$ cat src/hdl/radar_distance_frame_parser_macros.svh
// Assertion macros used by the radar frame parser RTL.
`ifndef RADAR_DISTANCE_FRAME_PARSER_MACROS_SVH
`define RADAR_DISTANCE_FRAME_PARSER_MACROS_SVH

// Clocked check, disabled while reset is high.
`define RDFP_ASSERT(name, prop, msg) \
   name: assert property (@(posedge clock) disable iff (reset) prop) else $error(msg);

// Clocked check that also holds during reset.
`define RDFP_ASSERT_ALWAYS(name, prop, msg) \
   name: assert property (@(posedge clock) prop) else $error(msg);

`endif

$ cat src/hdl/rdfp_pkg.sv
// Types and constants of the radar distance frame parser.
`default_nettype none

package rdfp_pkg;

   localparam logic [7:0] HDR_BYTE      = 8'h55;
   localparam logic [7:0] TYPE_A_BYTE   = 8'h0C;
   localparam logic [7:0] TYPE_B_BYTE   = 8'h0B;
   localparam logic [7:0] ALL_ONES_BYTE = 8'hFF;
   localparam logic [2:0] FRONT_FLAG_BIT = 3'd0;
   localparam logic [2:0] BACK_FLAG_BIT  = 3'd2;

   typedef enum logic [3:0] {
      PH_HUNT     = 4'd0,
      PH_TYPE_A   = 4'd1,
      PH_TYPE_B   = 4'd2,
      PH_FRONT_HI = 4'd3,
      PH_FRONT_LO = 4'd4,
      PH_BACK_HI  = 4'd5,
      PH_BACK_LO  = 4'd6,
      PH_SKIP0    = 4'd7,
      PH_SKIP1    = 4'd8,
      PH_FLAG     = 4'd9,
      PH_CSUM     = 4'd10
   } phase_type;

   typedef enum logic [1:0] {
      ST_GOOD = 2'd0,
      ST_CSUM = 2'd1,
      ST_TYPE = 2'd2
   } status_type;

endpackage

`default_nettype wire

$ cat src/hdl/radar_distance_frame_parser.sv
// Radar distance frame parser: byte-serial decoder of 11-byte distance frames.
//
// Takes one serial byte per req beat and decodes frames of the form 0x55, 0x0C, 0x0B,
// front distance (big endian), back distance, two ignored bytes, a flag byte and an 8-bit
// sum checksum. The checksum byte yields one rsp beat with status good (distances and
// warnings) or checksum mismatch; a wrong type byte yields one beat with status bad type.
// Each byte is registered on entry and decoded in the following cycle, so a byte can be
// taken every cycle; one result register holds the rsp beat, and the req side stalls only
// when that register is full, not being taken, and the registered byte must emit a result.
`default_nettype none

`include "radar_distance_frame_parser_macros.svh"

module radar_distance_frame_parser (
   input  wire logic                clock,
   input  wire logic                reset,
   input  wire logic                req_valid,
   output logic                     req_ready,
   input  wire logic [7:0]          req_rx_byte,
   output logic                     rsp_valid,
   input  wire logic                rsp_ready,
   output rdfp_pkg::status_type     rsp_status,
   output logic [15:0]              rsp_front_distance,
   output logic [15:0]              rsp_back_distance,
   output logic                     rsp_front_warn,
   output logic                     rsp_back_warn
);

   import rdfp_pkg::*;

   logic        in_valid_ff;
   logic [7:0]  in_byte_ff;

   phase_type   phase_ff, phase_in;
   logic [7:0]  sum_ff, sum_in;
   logic [15:0] front_acc_ff, front_acc_in;
   logic [15:0] back_acc_ff, back_acc_in;
   logic        high_ff_ff, high_ff_in;
   logic        front_ones_ff, front_ones_in;
   logic        back_ones_ff, back_ones_in;
   logic        front_flag_ff, front_flag_in;
   logic        back_flag_ff, back_flag_in;

   logic        emit;
   status_type  emit_status;
   logic        emit_payload;

   logic        rsp_valid_ff;
   status_type  rsp_status_ff;
   logic [15:0] rsp_front_ff;
   logic [15:0] rsp_back_ff;
   logic        rsp_front_warn_ff;
   logic        rsp_back_warn_ff;

   logic        out_free;
   logic        advance;
   logic        is_ff;
   logic        bit0;
   logic        bit2;

   assign is_ff = (in_byte_ff == ALL_ONES_BYTE);
   assign bit0  = in_byte_ff[FRONT_FLAG_BIT];
   assign bit2  = in_byte_ff[BACK_FLAG_BIT];

   assign out_free  = !rsp_valid_ff || rsp_ready;
   assign advance   = in_valid_ff && (out_free || !emit);
   assign req_ready = !in_valid_ff || advance;

   // next phase
   always_comb begin
      unique case (phase_ff)
         PH_TYPE_A:   phase_in = (in_byte_ff == TYPE_A_BYTE) ? PH_TYPE_B : PH_HUNT;
         PH_TYPE_B:   phase_in = (in_byte_ff == TYPE_B_BYTE) ? PH_FRONT_HI : PH_HUNT;
         PH_FRONT_HI: phase_in = PH_FRONT_LO;
         PH_FRONT_LO: phase_in = PH_BACK_HI;
         PH_BACK_HI:  phase_in = PH_BACK_LO;
         PH_BACK_LO:  phase_in = PH_SKIP0;
         PH_SKIP0:    phase_in = PH_SKIP1;
         PH_SKIP1:    phase_in = PH_FLAG;
         PH_FLAG:     phase_in = PH_CSUM;
         PH_CSUM:     phase_in = PH_HUNT;
         default:     phase_in = (in_byte_ff == HDR_BYTE) ? PH_TYPE_A : PH_HUNT;
      endcase
   end

   // frame accumulators and result decode
   always_comb begin
      sum_in        = sum_ff + in_byte_ff;
      front_acc_in  = front_acc_ff;
      back_acc_in   = back_acc_ff;
      high_ff_in    = high_ff_ff;
      front_ones_in = front_ones_ff;
      back_ones_in  = back_ones_ff;
      front_flag_in = front_flag_ff;
      back_flag_in  = back_flag_ff;
      emit          = 1'b0;
      emit_status   = ST_GOOD;
      emit_payload  = 1'b0;
      unique case (phase_ff)
         PH_TYPE_A: begin
            if (in_byte_ff != TYPE_A_BYTE) begin
               emit        = 1'b1;
               emit_status = ST_TYPE;
            end
         end
         PH_TYPE_B: begin
            if (in_byte_ff != TYPE_B_BYTE) begin
               emit        = 1'b1;
               emit_status = ST_TYPE;
            end
         end
         PH_FRONT_HI: begin
            high_ff_in   = is_ff;
            front_acc_in = {in_byte_ff, 8'h00};
         end
         PH_FRONT_LO: begin
            front_acc_in  = {front_acc_ff[15:8], in_byte_ff};
            front_ones_in = high_ff_ff && is_ff;
            high_ff_in    = 1'b0;
         end
         PH_BACK_HI: begin
            high_ff_in  = is_ff;
            back_acc_in = {in_byte_ff, 8'h00};
         end
         PH_BACK_LO: begin
            back_acc_in  = {back_acc_ff[15:8], in_byte_ff};
            back_ones_in = high_ff_ff && is_ff;
            high_ff_in   = 1'b0;
         end
         PH_SKIP0, PH_SKIP1: begin
         end
         PH_FLAG: begin
            if (bit0 && front_ones_ff) begin
               front_flag_in = 1'b1;
            end else if (bit2 && back_ones_ff) begin
               back_flag_in = 1'b1;
            end
         end
         PH_CSUM: begin
            emit = 1'b1;
            if (in_byte_ff == sum_ff) begin
               emit_status  = ST_GOOD;
               emit_payload = 1'b1;
            end else begin
               emit_status = ST_CSUM;
            end
         end
         default: begin
            sum_in = sum_ff;
            if (in_byte_ff == HDR_BYTE) begin
               sum_in        = HDR_BYTE;
               front_acc_in  = '0;
               back_acc_in   = '0;
               high_ff_in    = 1'b0;
               front_ones_in = 1'b0;
               back_ones_in  = 1'b0;
               front_flag_in = 1'b0;
               back_flag_in  = 1'b0;
            end
         end
      endcase
   end

   always_ff @(posedge clock) begin
      if (reset) begin
         in_valid_ff   <= 1'b0;
         phase_ff      <= PH_HUNT;
         sum_ff        <= '0;
         front_acc_ff  <= '0;
         back_acc_ff   <= '0;
         high_ff_ff    <= 1'b0;
         front_ones_ff <= 1'b0;
         back_ones_ff  <= 1'b0;
         front_flag_ff <= 1'b0;
         back_flag_ff  <= 1'b0;
         rsp_valid_ff  <= 1'b0;
      end else begin
         if (req_ready) begin
            in_valid_ff <= req_valid;
         end
         if (advance) begin
            phase_ff      <= phase_in;
            sum_ff        <= sum_in;
            front_acc_ff  <= front_acc_in;
            back_acc_ff   <= back_acc_in;
            high_ff_ff    <= high_ff_in;
            front_ones_ff <= front_ones_in;
            back_ones_ff  <= back_ones_in;
            front_flag_ff <= front_flag_in;
            back_flag_ff  <= back_flag_in;
         end
         if (advance && emit) begin
            rsp_valid_ff <= 1'b1;
         end else if (rsp_ready) begin
            rsp_valid_ff <= 1'b0;
         end
      end
   end

   always_ff @(posedge clock) begin
      if (req_ready && req_valid) begin
         in_byte_ff <= req_rx_byte;
      end
      if (advance && emit) begin
         rsp_status_ff     <= emit_status;
         rsp_front_ff      <= emit_payload ? front_acc_ff : 16'h0000;
         rsp_back_ff       <= emit_payload ? back_acc_ff : 16'h0000;
         rsp_front_warn_ff <= emit_payload && front_flag_ff;
         rsp_back_warn_ff  <= emit_payload && back_flag_ff;
      end
   end

   assign rsp_valid          = rsp_valid_ff;
   assign rsp_status         = rsp_status_ff;
   assign rsp_front_distance = rsp_front_ff;
   assign rsp_back_distance  = rsp_back_ff;
   assign rsp_front_warn     = rsp_front_warn_ff;
   assign rsp_back_warn      = rsp_back_warn_ff;

   `RDFP_ASSERT(a_bad_status_zero,
      rsp_valid_ff && (rsp_status_ff != ST_GOOD) |->
         (rsp_front_ff == 16'h0000) && (rsp_back_ff == 16'h0000) &&
         !rsp_front_warn_ff && !rsp_back_warn_ff,
      "non-good status carries payload")
   `RDFP_ASSERT(a_single_warn,
      !(front_flag_ff && back_flag_ff),
      "both warnings raised in one frame")
   `RDFP_ASSERT(a_csum_returns_hunt,
      advance && (phase_ff == PH_CSUM) |=> (phase_ff == PH_HUNT),
      "parser did not return to hunting after checksum byte")
   `RDFP_ASSERT(a_stall_only_on_full_output,
      in_valid_ff && !advance |-> rsp_valid_ff && !rsp_ready && emit,
      "byte held without a full result register")
   `RDFP_ASSERT_ALWAYS(a_reset_clears_valid,
      reset |=> !rsp_valid_ff && !in_valid_ff && (phase_ff == PH_HUNT),
      "reset left control state set")

endmodule

`default_nettype wire
$ cat config.mk
export PLATFORM = sky130hd
export DESIGN_NAME = radar_distance_frame_parser
export DESIGN_NICKNAME = d
export VERILOG_FILES = /design/src/hdl/rdfp_pkg.sv /design/src/hdl/radar_distance_frame_parser.sv
export VERILOG_INCLUDE_DIRS = /design/src /design/src/hdl
export SDC_FILE = /design/constraint.sdc
export NUM_CORES = 1
export LEC_CHECK = 0
export BUFFER_PORTS_ARGS = -buffer_cell sky130_fd_sc_hd__buf_2
export CAP_MARGIN = 10
export CORE_MARGIN = 3
export CORE_UTILIZATION = 30
export DETAILED_ROUTE_END_ITERATION = 8
export HOLD_SLACK_MARGIN = 0.02
export RECOVER_POWER = 25
export SETUP_SLACK_MARGIN = 0.5
export SKIP_LAST_GASP = 1
export SLEW_MARGIN = 20
export SYNTH_ARGS = -nofsm -noshare
export SYNTH_HDL_FRONTEND = slang
export SYNTH_SLANG_ARGS = --single-unit
$ cat constraint.sdc
create_clock -name clock -period 4.6 [get_ports clock]
set_clock_uncertainty 0.2 [all_clocks]
set_input_delay 1.38 -clock clock [delete_from_list [all_inputs] [get_ports clock]]
set_output_delay 1.38 -clock clock [all_outputs]
set_load 0.1 [all_outputs]
==> impl_metrics.json <==
{
  "start_util": 0.3104,
  "finalCriticalPeriod_ns": 3.906,
  "required_ns": 3.02,
  "synth_area_leaders": "edfxtp_1 (30%), dfxtp_1 (23%), and2_1 (5.5%), a21oi_1 (3.6%), nand3_1 (3.2%)",
  "hp-class": "reg2reg",
  "die_area_mm2": 0.01601,
  "drtIter0Drc": 220,
  "grt_usage": 0.1304,
  "yosysSeqAreaShare": 0.5373,
  "cts.sinks": 95,
  "ctsHoldBuffers": 0,
  "hold_slack_ns": 0.2448,
  "synth_fp_nets": 447,
  "dpl_worst_slack_ns": 0.7569,
  "worst_slew_pin_slew_ns": 1.075,
  "antenna_found_initial": 0,
  "yosysTopAreaCell": "edfxtp_1",
  "die_y_um": 126.5,
  "layout_commonest_cell": "dfxtp_1",
  "clkTransAtPathRegs_ns": 0.07,
  "cts-root-buf": "clkbuf_16",
  "postSynthAreaPerCell_um2": 10.21,
  "drv_cap": 0,
  "fin_ws_ns": 0.6939,
  "final_cell_mix": "dfxtp_1 (51), buf_2 (48), edfxtp_1 (44)",
  "path_max_fanout": 10,
  "die_w_um": 126.5,
  "drc": 0,
  "ys_ff_latch": 95,
  "vdd_drop_max_uv": 154.3,
  "critPathCaptureType": "primary output",
  "synth_edf_count": 44,
  "synthDistinctLibCells": 62,
  "core_mm2": 0.01404,
  "tns_ns": 0,
  "firstDrtPassIters": 5,
  "fin_nets": 490,
  "num_rows": 43,
  "numCtsBuffers": 9,
  "slew_headroom": 0.2836,
  "clock_latency_ns": 0.35,
  "layout-drive-gt1-share": 0.1895,
  "crit_arrival_ns": 2.33,
  "synth_top_area_frac": 0.3031,
  "yosys_warnings": 0,
  "grt_pass1_vias": 3082,
  "path_class": "reg2out",
  "max_freq_ghz": 0.2560,
  "synthFlopType": "dfxtp_1",
  "hpwl_mm": 7.221,
  "finalMaxSlewViolations": 0,
  "p_leak_nw": 1.762,
  "synthArstFlopShare": 0,
  "nFillCells": 1419,
  "io_pins": 50,
  "report.final.hold_viol_count": 0,
  "antenna_cells": 0,
  "overflow": 0,
  "period_share": 0.8491,
  "viasPerCell": 5.015,
  "syn-cell-area_mm2": 0.004359,
  "antenna_left": 0,
  "area_growth_pct": 16.62,
  "power_density_mw_per_mm2": 357.3,
  "gp_congestion": 0.8724,
  "worstSetupStartpointType": "register",
  "synthCells": 427,
  "grt_max_degree": 45,
  "numPortBuffers": 49,
  "avgRoutedWirePerCell_um": 15.46,
  "tritoncts": "built",
  "status": "complete, no violations",
  "finalSetupViolations": 0,
  "clk_path_buf_depth": 2,
  "grt_pass1_wl_mm": 16.48,
  "grt_setup_unrepaired": "false",
  "vias": 3285,
  "cts_htree_levels": 3,
  "routed_wirelength_mm": 10.13
}
-- worst max-delay path, stage by stage, from the launching register on --
cell      delay [ns]
edfxtp_1        0.57
and4bb_2        0.41
nand2_1         0.06
a32o_1          0.28
nand2b_1        0.20
nand3_1         0.14
buf_4           0.30
-- final timing paths --
check                                      start               endpoint  slack [ns]  cells after the start
worst max-delay path               in_byte_ff[0]              req_ready        0.69                      6
worst min-delay path            front_acc_ff[13]       front_acc_ff[13]        0.24                      2
worst max register to register       phase_ff[1]  rsp_front_distance[0]        1.31                      5
worst min register to register  front_acc_ff[13]       front_acc_ff[13]        0.24                      2
-- metrics by stage --
step / area [µm²] / std cells / total power, mW / util
global route: 5084 / 655 / 1.885 / 0.3620
detailed placement: 4750 / 636 / 1.077 / 0.3382
finish: 5084 / 655 / 1.816 / 0.3620
global placement: 4750 / 636 / 1.073 / 0.3382
floorplan: 4359 / 427 / 1.041 / -
CTS: 5060 / 652 / 1.837 / 0.3603
-- power breakdown --
group          internal [mW]  switching, mW
clock network          0.427          0.328
registers              0.896         0.0250
logic                 0.0395         0.0998
-- cell usage after synthesis (7+ instances only) --
library cell,instances
a21oi_1,31
a22o_1,8
and2_1,38
buf_2,7
clkbuf_1,15
dfxtp_1,51
edfxtp_1,44
ha_1,7
inv_1,9
nand2_1,30
nand2b_1,14
nand3_1,28
nor2_1,34
o21ai_0,17
-- layer usage --
layer	vias to the layer above	part of all wire	GRT usage
met5	-	0	0
met4	0	0.015	0.04984
met3	10	0.059	0.03916
met2	88	0.46	0.1965
met1	1546	0.47	0.1768
li1	1641	-	-
-- sequential cells by signal, indices dropped and copies added (netlist names), 2 cells and up --
register / cells
front_acc_ff: 16
back_acc_ff: 16
phase_ff: 4
rsp_front_distance: 16
rsp_status: 2
rsp_back_distance: 16
sum_ff: 8
in_byte_ff: 8
-- final cells by class --
type / instances / area (µm²) / share of cell area
flip-flops and latches: 95 / 2342 / 0.4607
multi-input cells: 298 / 1871 / 0.3680
repair buffers: 57 / 304.0 / 0.05981
clock buffers: 9 / 225.2 / 0.04430
well taps: 180 / 225.2 / 0.04430
clock inverters: 7 / 82.58 / 0.01624
inverters: 9 / 33.78 / 0.006645
-- cells by family after synthesis --
group / synth area share
mux: 0.004593
simple gates: 0.2184
buf+inv: 0.03473
compound gates: 0.1642
fa+ha+maj: 0.02468
xor+xnor: 0.01607
flops: 0.5373
-- repair_timing --
action / in CTS / in global routing
buffers inserted: 0 / 3
setup endpoints to repair: 1 / 1
resized for setup: 1 / 0
Power figures use the tool's default switching activity.
